$ cat src/nfp_pkg.sv
`timescale 1ns / 1ps

package nfp_pkg;

    localparam int SLOT_W  = 8;
    localparam int FIELD_W = 10;
    localparam int CNT_CFG_W = 9;
    localparam int NIDX_W  = 8;
    localparam int CELL_W  = 16;
    localparam int APB_W   = 32;
    localparam int PADDR_W = 3;

    localparam logic [0:0] REG_POINT_COUNT = 1'b0;
    localparam logic [CNT_CFG_W-1:0] POINT_COUNT_RESET = 9'd1;

    localparam logic MODE_LOAD  = 1'b0;
    localparam logic MODE_QUERY = 1'b1;

    typedef struct packed {
        logic               mode;
        logic [SLOT_W-1:0]  point_slot;
        logic [FIELD_W-1:0] coord_x;
        logic [FIELD_W-1:0] coord_y;
    } nfp_in_t;

    typedef struct packed {
        logic [NIDX_W-1:0] nearest_index;
        logic [CELL_W-1:0] cell_value;
    } nfp_out_t;

endpackage

$ cat src/nfp_dist.sv
`timescale 1ns / 1ps

module nfp_dist
    import nfp_pkg::*;
#(
    parameter int COORD_BITS = 10,
    parameter int MAX_POINTS = 256
) (
    input  logic                          clk,
    input  logic                          rst_n,
    input  logic                          clear,
    input  logic                          pt_valid,
    input  logic [$clog2(MAX_POINTS)-1:0] pt_idx,
    input  logic [COORD_BITS-1:0]         pt_x,
    input  logic [COORD_BITS-1:0]         pt_y,
    input  logic [COORD_BITS-1:0]         px,
    input  logic [COORD_BITS-1:0]         py,
    output logic                          busy,
    output logic [$clog2(MAX_POINTS)-1:0] best_idx
);

    localparam int IDX_W = $clog2(MAX_POINTS);
    localparam int SQ_W  = 2 * COORD_BITS;
    localparam int D_W   = SQ_W + 1;

    logic [COORD_BITS-1:0] dx;
    logic [COORD_BITS-1:0] dy;
    logic [SQ_W-1:0]       sqx_reg;
    logic [SQ_W-1:0]       sqy_reg;
    logic [IDX_W-1:0]      idx2_reg;
    logic                  v2_reg;
    logic [D_W-1:0]        sum;
    logic [D_W-1:0]        best_d_reg;
    logic [IDX_W-1:0]      best_idx_reg;

    assign dx  = (pt_x >= px) ? (pt_x - px) : (px - pt_x);
    assign dy  = (pt_y >= py) ? (pt_y - py) : (py - pt_y);
    assign sum = D_W'(sqx_reg) + D_W'(sqy_reg);

    // squaring stage
    always_ff @(posedge clk)
    begin
        if (pt_valid)
        begin
            sqx_reg  <= dx * dx;
            sqy_reg  <= dy * dy;
            idx2_reg <= pt_idx;
        end
    end

    always_ff @(posedge clk or negedge rst_n)
    begin
        if (!rst_n)
        begin
            v2_reg <= 1'b0;
        end
        else
        begin
            v2_reg <= pt_valid;
        end
    end

    // running minimum, strict compare keeps the lowest index on ties
    always_ff @(posedge clk)
    begin
        if (clear)
        begin
            best_d_reg   <= '1;
            best_idx_reg <= '0;
        end
        else if (v2_reg && (sum < best_d_reg))
        begin
            best_d_reg   <= sum;
            best_idx_reg <= idx2_reg;
        end
    end

    assign busy     = v2_reg;
    assign best_idx = best_idx_reg;

endmodule

$ cat config.mk
export PLATFORM = sky130hd
export DESIGN_NAME = nfp_dist
export DESIGN_NICKNAME = d
export VERILOG_FILES = /design/src/nfp_pkg.sv /design/src/nfp_dist.sv
export SDC_FILE = /design/constraint.sdc
export NUM_CORES = 1
export LEC_CHECK = 0
export BUFFER_PORTS_ARGS = -buffer_cell sky130_fd_sc_hd__buf_2
export CORE_MARGIN = 5
export CORE_UTILIZATION = 57
export CTS_BUF_LIST = sky130_fd_sc_hd__clkbuf_4
export DETAILED_ROUTE_END_ITERATION = 12
export PLACE_DENSITY = 0.84
export SYNTH_ARGS = -nofsm -noshare
export SYNTH_HDL_FRONTEND = slang
export SYNTH_SLANG_ARGS = --single-unit
$ cat constraint.sdc
create_clock -name clk -period 5.4 [get_ports clk]
set_input_delay 0.27 -clock clk [delete_from_list [all_inputs] [get_ports clk]]
set_output_delay 0.27 -clock clk [all_outputs]
set_load 0.1 [all_outputs]
==> impl_metrics.env <==
export IMPL_crit_required_ns=5.61
export IMPL_hold_depth=1
export IMPL_grt_antenna_before_repair=0
export IMPL_critical_path_max_stage_delay_ns=0.55
export IMPL_grt_setup_unrepaired="yes"
export IMPL_ys_seq_elements=76
export IMPL_viasPerCell=6.58
export IMPL_drt_total_wl_um=42700
export IMPL_ys_warn_count=0
export IMPL_largest_reg_flops=21
export IMPL_status="finished with violations"
export IMPL_place_area_mm2=0.0137
export IMPL_rr_worst_depth=18
export IMPL_dpl_hpwl_um=23500
export IMPL_path_max_fanout=7
export IMPL_io_pins=61
export IMPL_syn2layout_area_growth_pct=38.3
export IMPL_r2r_start="sqy_reg[3]$_DFFE_PP_"
export IMPL_postLayoutSetupSlackWorst_ns=-1.87
export IMPL_ant_nets=0
export IMPL_grt_max_degree=48
export IMPL_row_count=50
export IMPL_crit_path_frequent_cell="fa_1"
export IMPL_ys_seq_area_frac=0.182
export IMPL_mostFrequentLayoutCell="buf_4"
export IMPL_hp_start="pt_idx[5]"
export IMPL_worstMarginPinSlew_ns=1.14
export IMPL_grt_pass1_wl_um=56900
export IMPL_fillers=940
export IMPL_start_util=0.580
export IMPL_synth_area_mm2=0.0109
export IMPL_layout_drive_gt1_share=0.368
export IMPL_final_area_mm2=0.0151
export IMPL_overflow=0
export IMPL_drv_slew=0
export IMPL_synth_edff_count=46
export IMPL_slew_headroom=0.243
export IMPL_drt_wirelength_per_cell_um=23.9
export IMPL_hp_class="in2reg"
export IMPL_violations="setup timing"
export IMPL_htreeDepth=3
export IMPL_gr_usage_all_layers=0.319
export IMPL_final_cell_mix="buf_4 (274), inv_1 (192), ha_1 (146), fa_1 (94), nor2_1 (81)"
export IMPL_setup_viol=28
export IMPL_yosysUniqueCellTypes=77
export IMPL_period_needed_ns=7.27
export IMPL_fin_crit_sh=1.35
export IMPL_endpoint_kind="flip-flop"
export IMPL_reg2reg_setup_slack_ns=0.28
export IMPL_cts_buffers=9
export IMPL_clock_latency_ns=0.46
export IMPL_crit_arrival_ns=7.48
export IMPL_syn_inst=1199
export IMPL_finalSetupTns_ns=-37.74
export IMPL_gp_congestion=0.923
export IMPL_path_clk_slew_ns=0.15
export IMPL_critPathKind="in2reg"
export IMPL_yosys_top_cells_area="ha_1 (20%), fa_1 (18%), edfxtp_1 (13%)"
export IMPL_root_buffer="clkbuf_4"
export IMPL_dieArea_mm2=0.0220
export IMPL_vias=11785
export IMPL_cts_sinks=76
export IMPL_fin_skew_ns=0.0325
export IMPL_finalHoldViolCount=0
export IMPL_grt_pass1_vias=11634
export IMPL_cts_tree="done"
export IMPL_fin_nets=1874
export IMPL_max_freq_mhz=138
export IMPL_die_y_um=148
export IMPL_ys_flop_type="edfxtp_1"
export IMPL_syn_area_per_cell_um2=9.08
export IMPL_drt_iter0_drc=1427
export IMPL_port_buffers=60
export IMPL_cap_violations=0
export IMPL_ys_async_sr_fraction=0.0132
export IMPL_synth_top_cell_area_share=0.198
export IMPL_slowest_stage="fa_1"
export IMPL_first_pass_iters=9
export IMPL_placeableCoreArea_mm2=0.0188
export IMPL_yosysTopAreaCell="ha_1"
export IMPL_die_w_um=148
export IMPL_synth_net_count=1523
export IMPL_worst_setup_path_start_kind="primary input"
export IMPL_worstSetupStartpoint="pt_y[3]"
export IMPL_drc=0
export IMPL_ctsLongestPathBuffers=2
## worst max-delay path, delay by kind of cell
family	cells	cell delay (ns)
adders and majority gates	7	2.96
AOI/OAI and AO/OA	9	2.03
buffers and inverters	8	0.75
and+or+nand+nor	5	0.66
xor gates and xnor gates	2	0.63
muxes	1	0.18
## what timing repair did
| action | in CTS | in global routing |
|---|---|---|
| endpoints found under the hold margin | 2 | 4 |
| pin swaps | 90 | 49 |
| hold buffers | 2 | 4 |
| buffers inserted | 26 | 24 |
| setup endpoints to repair | 26 | 26 |
| gates resized for setup | 92 | 61 |
## layout make-up
cell class              count  area, µm²  area share
clock buffers               9       67.6     0.00449
clock inverters             7       98.8     0.00656
diodes                      1       2.50    0.000166
repair buffers            363       2730       0.181
flip-flops and latches     76       1990       0.132
multi-input cells         872       8990       0.597
inverters                 228        888      0.0590
well taps                 234        293      0.0194
## cell families after synthesis
group,after synthesis,share of synthesized area
AO/OA/AOI/OAI,241,0.145
XOR/XNOR,75,0.0658
adder cells (fa/ha/maj),272,0.381
buffers and inverters,251,0.0889
flip-flops,76,0.182
multiplexers,19,0.0181
AND/OR/NAND/NOR,265,0.118
## synthesized netlist by cell type (all sizes together), types with 4 or more instances
library cell / n
nor3: 17
o211ai: 23
clkbuf: 16
ha: 172
a31oi: 8
o21bai: 12
buf: 7
mux2: 6
fa: 100
or2: 4
xnor2: 56
o31ai: 4
edfxtp: 46
nor2b: 9
nand3: 30
mux2i: 13
and2: 6
nand2: 57
nor2: 98
and4: 4
o21ai: 58
a21o: 26
inv: 227
o21a: 6
nand2b: 17
a211o: 6
a21oi: 64
dfxtp: 29
xor2: 19
nand4: 10
a211oi: 6
## path summary, 6_finish.rpt
| kind | endpoint |
|---|---|
| worst max-delay path | sqy_reg[19]$_DFFE_PP_ |
| worst min-delay path | idx2_reg[5]$_DFFE_PP_ |
| worst min register to register | best_idx[0]$_SDFFE_PP0P_ |
| worst max register to register | best_d_reg[5]$_SDFFE_PP1P_ |
| min in group asynchronous | busy$_DFF_PN0_ |
| max in group asynchronous | busy$_DFF_PN0_ |
## metrics by stage
stage                     hold WS [ns]  utilization  cells  setup WS (ns)
after floorplan                -0.0256            -   1199          -1.38
after global placement          0.0441        0.731   1722          -1.67
final                           0.0139        0.803   1790          -1.87
after CTS                      0.00182        0.773   1763          -1.14
after global routing           0.00347        0.802   1789          -2.06
after detailed placement        0.0456        0.731   1722          -1.93
## metal layers
| layer | routed length (µm) | global-route usage |
|---|---|---|
| met1 | 14100 | 0.368 |
| met2 | 19700 | 0.562 |
| met3 | 4570 | 0.0478 |
| met4 | 4380 | 0.188 |
| met5 | 0 | 0 |
Power is not shown: default switching activity piles up to over one toggle a cycle in this logic, so the estimate is an artifact.
