## config.mk

```make
export PLATFORM = sky130hd
export DESIGN_NAME = nfp_div
export DESIGN_NICKNAME = d
export VERILOG_FILES = /design/src/nfp_pkg.sv /design/src/nfp_div.sv
export SDC_FILE = /design/constraint.sdc
export NUM_CORES = 1
export LEC_CHECK = 0
export ABC_AREA = 1
export BUFFER_PORTS_ARGS = -buffer_cell sky130_fd_sc_hd__buf_2
export CELL_PAD_IN_SITES_DETAIL_PLACEMENT = 0
export CELL_PAD_IN_SITES_GLOBAL_PLACEMENT = 1
export CORE_UTILIZATION = 43
export DETAILED_ROUTE_END_ITERATION = 7
export PLACE_DENSITY_LB_ADDON = 0.25
export SYNTH_ARGS = -nofsm -noshare
export SYNTH_HDL_FRONTEND = slang
export SYNTH_SLANG_ARGS = --single-unit
export TNS_END_PERCENT = 5
```

## constraint.sdc

```tcl
create_clock -name clk -period 3.98 [get_ports clk]
set_clock_uncertainty 0.2 [all_clocks]
set_input_delay 0.796 -clock clk [delete_from_list [all_inputs] [get_ports clk]]
set_output_delay 0.796 -clock clk [all_outputs]
set_load 0.01 [all_outputs]
```

## src/nfp_pkg.sv

```systemverilog
`timescale 1ns / 1ps

package nfp_pkg;

    localparam int SLOT_W  = 8;
    localparam int FIELD_W = 10;
    localparam int CNT_CFG_W = 9;
    localparam int NIDX_W  = 8;
    localparam int CELL_W  = 16;
    localparam int APB_W   = 32;
    localparam int PADDR_W = 3;

    localparam logic [0:0] REG_POINT_COUNT = 1'b0;
    localparam logic [CNT_CFG_W-1:0] POINT_COUNT_RESET = 9'd1;

    localparam logic MODE_LOAD  = 1'b0;
    localparam logic MODE_QUERY = 1'b1;

    typedef struct packed {
        logic               mode;
        logic [SLOT_W-1:0]  point_slot;
        logic [FIELD_W-1:0] coord_x;
        logic [FIELD_W-1:0] coord_y;
    } nfp_in_t;

    typedef struct packed {
        logic [NIDX_W-1:0] nearest_index;
        logic [CELL_W-1:0] cell_value;
    } nfp_out_t;

endpackage

```

## src/nfp_div.sv

```systemverilog
`timescale 1ns / 1ps

module nfp_div
    import nfp_pkg::*;
#(
    parameter int MAX_POINTS = 256
) (
    input  logic                            clk,
    input  logic                            rst_n,
    input  logic                            start,
    input  logic [$clog2(MAX_POINTS)-1:0]   dividend,
    input  logic [$clog2(MAX_POINTS+1)-1:0] divisor,
    output logic                            busy,
    output logic [CELL_W-1:0]               quotient
);

    localparam int CNT_W  = $clog2(MAX_POINTS + 1);
    localparam int STEP_W = $clog2(CELL_W + 1);

    logic [CNT_W-1:0]  rem_reg;
    logic [CNT_W-1:0]  rem_next;
    logic [CELL_W-1:0] q_reg;
    logic [STEP_W-1:0] step_reg;
    logic              busy_reg;
    logic [CNT_W:0]    shifted;
    logic              ge;

    // restoring fraction division, remainder stays below the divisor
    assign shifted  = {rem_reg, 1'b0};
    assign ge       = shifted >= {1'b0, divisor};
    assign rem_next = ge ? CNT_W'(shifted - {1'b0, divisor}) : CNT_W'(shifted);

    always_ff @(posedge clk)
    begin
        if (start)
        begin
            rem_reg <= CNT_W'(dividend);
            q_reg   <= '0;
        end
        else if (busy_reg)
        begin
            rem_reg <= rem_next;
            q_reg   <= {q_reg[CELL_W-2:0], ge};
        end
    end

    always_ff @(posedge clk or negedge rst_n)
    begin
        if (!rst_n)
        begin
            busy_reg <= 1'b0;
            step_reg <= '0;
        end
        else if (start)
        begin
            busy_reg <= 1'b1;
            step_reg <= '0;
        end
        else if (busy_reg)
        begin
            step_reg <= step_reg + 1'b1;
            if (step_reg == STEP_W'(CELL_W - 1))
            begin
                busy_reg <= 1'b0;
            end
        end
    end

    assign busy     = busy_reg;
    assign quotient = q_reg;

endmodule

```

==> reports/metrics.cfg, run 1 <==
[global_routing]
grt_pass1_vias = 1380
use_met1_pct = 25.89
grt_pass1_wl_mm = 6.279
busiest_layer = met2
gr-total-overflow = 0
grt_max_degree = 26
antenna_found_initial = 0
use_met3_pct = 6.743
grtUsageMet2_pct = 27.33
grt_usage_pct = 18.58

[placement]
dpl.hpwl_mm = 3.020
dp_cells = 330
gp_congestion = 0.7377
portBuffers = 36

[logic_synthesis]
synth-async-reset-ratio_pct = 19.35
yosysTopAreaCell = dfxtp_1
yosysTopAreaCellShare_pct = 17.86
ys_seq_elements = 31
synth_cells = 248
yosysSeqAreaShare_pct = 38.35
synth_flop_cell = dfxtp_1
synth.yosys.warnings = 0
ys_top_cells_by_count = inv_1 (55), nand2_1 (55), nand3_1 (21)
synth_area_leaders = dfxtp_1 (18%), edfxtp_1 (13%), inv_1 (11%)
synth_area_um2 = 1906
syn_area_per_cell_um2 = 7.684
synth_cell_types = 33
synth_nets = 280
synth_edf_count = 8

[routing]
wl_per_cell_um = 11.58
dr.pass1.iters = 4
ant_nets = 0
wirelength_mm = 3.915
drc = 0
viasPerCell = 4.743
drt-initial-drc-count = 61
vias = 1603

[finish]
multi_input_area_um2 = 930.9
seq_area_um2 = 730.7
num-fill-cells = 417
drive_gt1_share_pct = 24.65
syn_to_final_growth_pct = 17.40
largest_reg_flops = 16
stdcell_count = 338
n_antenna_cell = 0
layout.nets = 319

[power_and_ir_drop]
ir_worst_vdd_mv = 0.2771
power_density_nw_per_um2 = 575.3
p_total_mw = 1.287
p_leak_nw = 1.180

[clock_network]
clk-insertion-delay-late_ns = 0.29
hold_buffers = 0
htree_levels = 2
cts_sinks = 31
tritoncts = yes
post_cts_buffers = 0
clk_pin_slew_ns = 0.07
clock-root-buffer = clkbuf_8
cts-buffers-inserted = 5
clk_path_buf_depth = 2
cts_resized = 0

[critical_path]
endpoint_kind = register
worstSetupStartpointType = input port
critPathMaxFanout = 25
cpPeakStageDelay_ns = 0.65
crit_start = start
crit_buf_inv = 2
critical-path-top-delay-family = buffers and inverters
r2r_end = rem_reg[5]$_DFFE_PP_
critPathCapture = quotient[6]$_SDFFE_PP0P_
r2r_start = rem_reg[1]$_DFFE_PP_
critPathSlowestCell = clkinv_1
arrival_ns = 2.27
critPathRequiredTime_ns = 3.97
ff2ff_setup_slack_ns = 1.87
crit_type = in2reg
path_depth = 4
r2r_cells = 10
crit_path_cell_trace = buf_2 > nor2_1 > clkinv_1 > o22ai_1

[floorplan]
start_util_pct = 46.31
io-pin-count = 37
fp.coreArea_um2 = 4115
die_area_um2 = 4702
die_h_um = 68.57
rows = 23
die_x_um = 68.57

[sta]
fin_tns_setup_ns = 0
slew_headroom_pct = 49.48
report.final.slew_viol_count = 0
hold_slack_ns = 0.1232
tightest_slew_ns = 0.7532
post-route-min-period_ns = 2.285
clock.fmax_mhz = 437.6
period_share_pct = 57.42
setup_viol = 0
hold_viol = 0
rsz0062_at_grt = false

[status]
status = completed

[hold_path]
hp-class = in2async

[run]
drv_cap = 0

==> power by group <==
part / switching (mW) / internal, mW
sequential: 0.0344 / 0.382
combinational: 0.368 / 0.222
clock: 0.120 / 0.161
==> stage by stage <==
stage	instance area, um2	setup slack [ns]	utilization, %
after global placement	2130	1.409	51.75
after global routing	2237	1.573	54.36
final	2237	1.695	54.36
after detailed placement	2130	1.397	51.75
after floorplan	1906	1.640	-
after CTS	2237	1.691	54.36
==> layout make-up <==
| type | instances | share of cell area [%] |
|---|---|---|
| Tap cell | 50 | 2.796 |
| Clock buffer | 6 | 4.195 |
| Inverter | 60 | 10.07 |
| Sequential cell | 31 | 32.66 |
| Timing Repair Buffer | 36 | 8.054 |
| Multi-Input combinational cell | 153 | 41.61 |
| Clock inverter | 2 | 0.6152 |
==> routing by layer <==
metal / part of all wire (%) / wire, um
met1: 51 / 1989
met2: 44 / 1708
met3: 5.2 / 203
met4: 0.33 / 13
met5: 0 / 0
==> kinds of logic after synthesis <==
group	share of synthesized area, %
buffers and inverters	12.80
AO/OA/AOI/OAI	8.076
flip-flops	38.35
adder cells (fa/ha/maj)	8.273
XOR/XNOR	1.379
AND/OR/NAND/NOR	31.12
==> worst min path at each step <==
stage	slack, ns	start	end
after global placement	0.27	quotient[1]$_SDFFE_PP0P_	quotient[2]$_SDFFE_PP0P_
final	0.12	rst_n	busy$_DFF_PN0_
after detailed placement	0.28	quotient[4]$_SDFFE_PP0P_	quotient[5]$_SDFFE_PP0P_
after floorplan	0.27	rem_reg[8]$_SDFFE_PP0P_	rem_reg[8]$_SDFFE_PP0P_
after CTS	0.12	rst_n	step_reg[0]$_DFFE_PN0P_
after global routing	0.12	rst_n	step_reg[0]$_DFFE_PN0P_
==> cell usage in the layout, fill, tap and decap left out <==
cell / instances
a21oi_2: 1
nand2_4: 1
nor3_1: 5
clkbuf_8: 5
inv_2: 3
nand3_2: 3
dfxtp_1: 17
clkinv_1: 2
nor4_1: 1
a31oi_1: 1
edfxtp_1: 8
dfrtp_1: 6
clkinv_2: 1
nand3_4: 1
a21oi_1: 5
nand3_1: 21
nand2_1: 55
nor3_2: 1
nand4_1: 1
buf_2: 36
nor2_8: 2
nand2_2: 12
xnor2_1: 2
xor2_1: 1
o21ai_1: 1
fa_1: 1
o21ai_0: 3
inv_1: 55
clkinv_4: 1
ha_1: 11
clkbuf_16: 1
nor2_4: 1
nand2_8: 1
nor2_1: 6
nor2_2: 1
o22ai_1: 15
No activity file was read; power rests on OpenSTA's default activity.
==> run 2, diff against run 1 <==
- CORE_UTILIZATION: 43 -> 40
- clock period: 3.98 -> 2.2 ns (I/O delays scaled with it)
==> run 2 against run 1 <==
Flip-flop and latch count unchanged. Sequential share of layout area decreased by 0.52 points. Final cell count increased by 2.7%. Clock power increased by 57%. Combinational power increased by 86%. Critical path depth increased by 6. Largest cell class unchanged.
==> reports/metrics.cfg, run 2 (synthesis results as in run 1) <==
[power_and_ir_drop]
power_density_nw_per_um2 = 1007
ir_worst_vdd_mv = 0.4777
p_leak_nw = 1.204

[placement]
pre_cts_slack_ns = -0.01900
gp_congestion = 0.7940
portBuffers = 36
dpl.hpwl_mm = 3.091

[global_routing]
gr-total-overflow = 0
grt_pass1_wl_mm = 6.975
grt_max_degree = 18
grt_usage_pct = 17.84
antenna_found_initial = 0
grt_pass1_vias = 1592

[sta]
post-route-min-period_ns = 2.073
tightest_slew_ns = 0.4923
report.final.slew_viol_count = 0
fin_tns_setup_ns = 0
period_share_pct = 94.23
timing.final.ws_setup_ns = 0.1270
hold_viol = 0
slew_headroom_pct = 67.14
clock.fmax_mhz = 482.4
rsz0062_at_grt = false
setup_viol = 0

[run]
drv_cap = 0

[finish]
n_antenna_cell = 0
layout.nets = 326
largest_reg_flops = 16
syn_to_final_growth_pct = 19.30
fin_util_pct = 50.81
final_cell_mix = inv_1 (55), nand2_1 (55), buf_2 (36)
drive_gt1_share_pct = 26.10

[routing]
viasPerCell = 4.625
wirelength_mm = 3.937
drt-initial-drc-count = 40
dr.pass1.iters = 6
wl_per_cell_um = 11.35
vias = 1605
ant_nets = 0
drc = 0

[floorplan]
start_util_pct = 42.59
die_area_um2 = 5044
rows = 24
die_h_um = 71.02
die_x_um = 71.02
io-pin-count = 37
fp.coreArea_um2 = 4474

[critical_path]
worstSetupStartpointType = register
critPathRequiredTime_ns = 2.04
critPathSlowestCell = edfxtp_1
crit_type = reg2reg
cpPeakStageDelay_ns = 0.41
arrival_ns = 1.91
critPathMaxFanout = 10
endpoint_kind = register
crit_path_cell_trace = ha_1 > nand2_2 > nor2_4 > inv_2 > nor2_8 > nor2_8 > nand2_8 > nand2_2 > nand3_1 > nand2_1

[clock_network]
cts-buffers-inserted = 5
clk_pin_slew_ns = 0.06
clock-root-buffer = clkbuf_8
clk_path_buf_depth = 2
htree_levels = 2
post_cts_buffers = 0
cts_sinks = 31
clk-insertion-delay-late_ns = 0.29
tritoncts = yes

[hold_path]
hp-class = in2reg

[status]
status = completed

==> run 2: cell type report <==
cell class	count	area, um2
Clock buffer	5	68.82
Multi-Input combinational cell	153	930.9
Clock inverter	3	17.52
Sequential cell	31	730.7
Tap cell	52	65.06
Timing Repair Buffer	43	235.2
Inverter	60	225.2
Fill cell	469	2201
==> run 2: final timing paths <==
kind / start / end / slack, ns / cells after the start
max: rem_reg[5]$_DFFE_PP_ / rem_reg[6]$_DFFE_PP_ / 0.13 / 10
min: dividend[5] / rem_reg[5]$_DFFE_PP_ / 0.22 / 3
max reg2reg: rem_reg[5]$_DFFE_PP_ / rem_reg[6]$_DFFE_PP_ / 0.13 / 10
min reg2reg: quotient[15]$_SDFFE_PP0P_ / quotient[15]$_SDFFE_PP0P_ / 0.26 / 2
max in group asynchronous: rst_n / step_reg[2]$_DFFE_PN0P_ / 1.33 / 2
min in group asynchronous: rst_n / step_reg[0]$_DFFE_PN0P_ / 0.32 / 2
==> run 2: metal layers <==
layer  GRT usage, %  wire length, um  part of all wire (%)
met1          21.77             1850                    47
met4          6.667               67                   1.7
met2          30.13             1853                    47
met3          4.843              166                   4.2
met5              0                0                     0
==> run 2: metrics by stage <==
stage	power (mW)	cell area, um2	hold WS, ns	cells
3_3_place_gp	1.870	2177	0.07174	338
5_1_grt	2.490	2273	0.2386	347
6_report	2.289	2273	0.2198	347
3_5_place_dp	1.865	2177	0.07276	338
4_1_cts	2.313	2273	0.2184	347
2_1_floorplan	1.620	1906	-0.05559	248
==> run 2: what timing repair did <==
action	in CTS	in global routing
hold buffers	1	0
hold endpoints to repair	6	0
gates resized for setup	0	0
==> run 2: worst max-delay path: cells and delay by family, from the launching register on <==
family | cells | cell delay [ns]
AND/OR/NAND/NOR | 8 | 0.74
flip-flops | 1 | 0.41
adder cells (fa/ha/maj) | 1 | 0.40
buffers and inverters | 1 | 0.07
==> run 2: power by group <==
part,switching (mW),internal (mW),total (mW)
Clock,0.219,0.221,0.440
Sequential,0.0588,0.690,0.749
Combinational,0.672,0.428,1.10
Total,0.949,1.34,2.29
==> run 3, diff against run 2 <==
- RECOVER_POWER: default -> 50
==> run 3 against run 2 <==
Flip-flop and latch count stayed put. Die area did not move. Via count increased by 0.19%. Hold slack about the same. Clock power hardly changed. Maximum frequency about the same. Final area decreased by 1.1%. Largest cell class unchanged. Largest power group unchanged.
==> reports/metrics.cfg, run 3 (synthesis results as in run 1) <==
[critical_path]
endpoint_kind = register
crit_path_cell_trace = ha_1 > nand2_2 > nor2_4 > inv_2 > nor2_8 > nor2_8 > nand2_8 > nand2_2 > nand3_1 > nand2_1
arrival_ns = 1.91
crit_buf_inv = 1
critPathSlowestCell = edfxtp_1
crit_type = reg2reg
worstSetupStartpointType = register
cpPeakStageDelay_ns = 0.41
critPathRequiredTime_ns = 2.04
critPathMaxFanout = 10
critical-path-top-delay-family = simple AND/OR/NAND/NOR gates

[finish]
largest_reg_flops = 16
drive_gt1_share_pct = 20.00
layout.nets = 326
syn_to_final_growth_pct = 17.99
n_antenna_cell = 0
final_cell_mix = inv_1 (55), nand2_1 (55), nand3_1 (21)

[clock_network]
clk-insertion-delay-late_ns = 0.29
htree_levels = 2
clock-root-buffer = clkbuf_8
tritoncts = yes
clk_path_buf_depth = 2
clk_pin_slew_ns = 0.06
cts_sinks = 31
cts-buffers-inserted = 5

[global_routing]
grt_pass1_vias = 1592
gr-total-overflow = 0
grt_pass1_wl_mm = 6.975
grt_usage_pct = 17.84
antenna_found_initial = 0
grt_max_degree = 18

[routing]
drt-initial-drc-count = 38
vias = 1608
wl_per_cell_um = 11.27
ant_nets = 0
dr.pass1.iters = 7
wirelength_mm = 3.912
drc = 0
viasPerCell = 4.634

[status]
status = completed

[floorplan]
die_x_um = 71.02
die_area_um2 = 5044
fp.coreArea_um2 = 4474
die_h_um = 71.02
start_util_pct = 42.59
io-pin-count = 37
rows = 24

[sta]
tightest_slew_ns = 0.4924
setup_viol = 0
rsz0062_at_grt = false
clock.fmax_mhz = 482.5
slew_headroom_pct = 67.14
report.final.slew_viol_count = 0
hold_viol = 0
post-route-min-period_ns = 2.073
timing.final.ws_setup_ns = 0.1274
period_share_pct = 94.21

[power_and_ir_drop]
p_total_mw = 2.286
ir_worst_vdd_mv = 0.4766
power_density_nw_per_um2 = 1017
p_leak_nw = 1.129

[placement]
pre_cts_slack_ns = -0.01900
portBuffers = 36
gp_congestion = 0.7940
dpl.hpwl_mm = 3.091

[hold_path]
hp-class = in2reg

[run]
drv_cap = 0

[run 3: metrics by stage]
stage / area, um2 / hold slack, ns / std cells / util [%] / TNS [ns]
floorplan: 1906 / -0.05559 / 248 / - / 0
global placement: 2177 / 0.07174 / 338 / 48.66 / 0
detailed placement: 2177 / 0.07276 / 338 / 48.66 / -0.03093
CTS: 2273 / 0.2184 / 347 / 50.81 / 0
global route: 2248 / 0.2386 / 347 / 50.25 / 0
finish: 2248 / 0.2195 / 347 / 50.25 / 0
[run 3: final cells by class]
cell class	count	area, um2
Timing Repair Buffer	43	210.2
Fill cell	477	2226
Sequential cell	31	730.7
Clock buffer	5	68.82
Tap cell	52	65.06
Inverter	60	225.2
Clock inverter	3	17.52
Multi-Input combinational cell	153	930.9
[run 3: timing repair]
item | 4_1_cts | 5_1_grt
endpoints found under the hold margin | 6 | 0
hold buffers | 1 | 0
setup buffers | 0 | 0
gates resized for setup | 0 | 0
[run 3: worst paths after layout]
path	start	endpoint	slack [ns]	cells past startpoint
max	rem_reg[5]$_DFFE_PP_	rem_reg[6]$_DFFE_PP_	0.13	10
min	dividend[5]	rem_reg[5]$_DFFE_PP_	0.22	3
max reg2reg	rem_reg[5]$_DFFE_PP_	rem_reg[6]$_DFFE_PP_	0.13	10
min reg2reg	quotient[15]$_SDFFE_PP0P_	quotient[15]$_SDFFE_PP0P_	0.26	2
max in group asynchronous	rst_n	step_reg[2]$_DFFE_PN0P_	1.19	2
min in group asynchronous	rst_n	step_reg[0]$_DFFE_PN0P_	0.37	2
[run 3: where the power goes]
group | total, mW | switching [mW] | internal [mW]
Combinational | 1.10 | 0.672 | 0.424
Sequential | 0.750 | 0.0593 | 0.691
Clock | 0.440 | 0.219 | 0.221
Total | 2.29 | 0.950 | 1.34
[run 3: worst min-delay path: stages]
cell and delay (ns):
buf_2 0.07, nand2_1 0.04, nand2_1 0.05
[run 3: routing by layer]
| layer | vias up | GRT usage [%] | share of wire [%] |
|---|---|---|---|
| li1 | 877 | - | - |
| met1 | 699 | 21.77 | 47 |
| met2 | 26 | 30.13 | 47 |
| met3 | 6 | 4.843 | 3.9 |
| met4 | 0 | 6.667 | 1.7 |
| met5 | - | 0 | 0 |
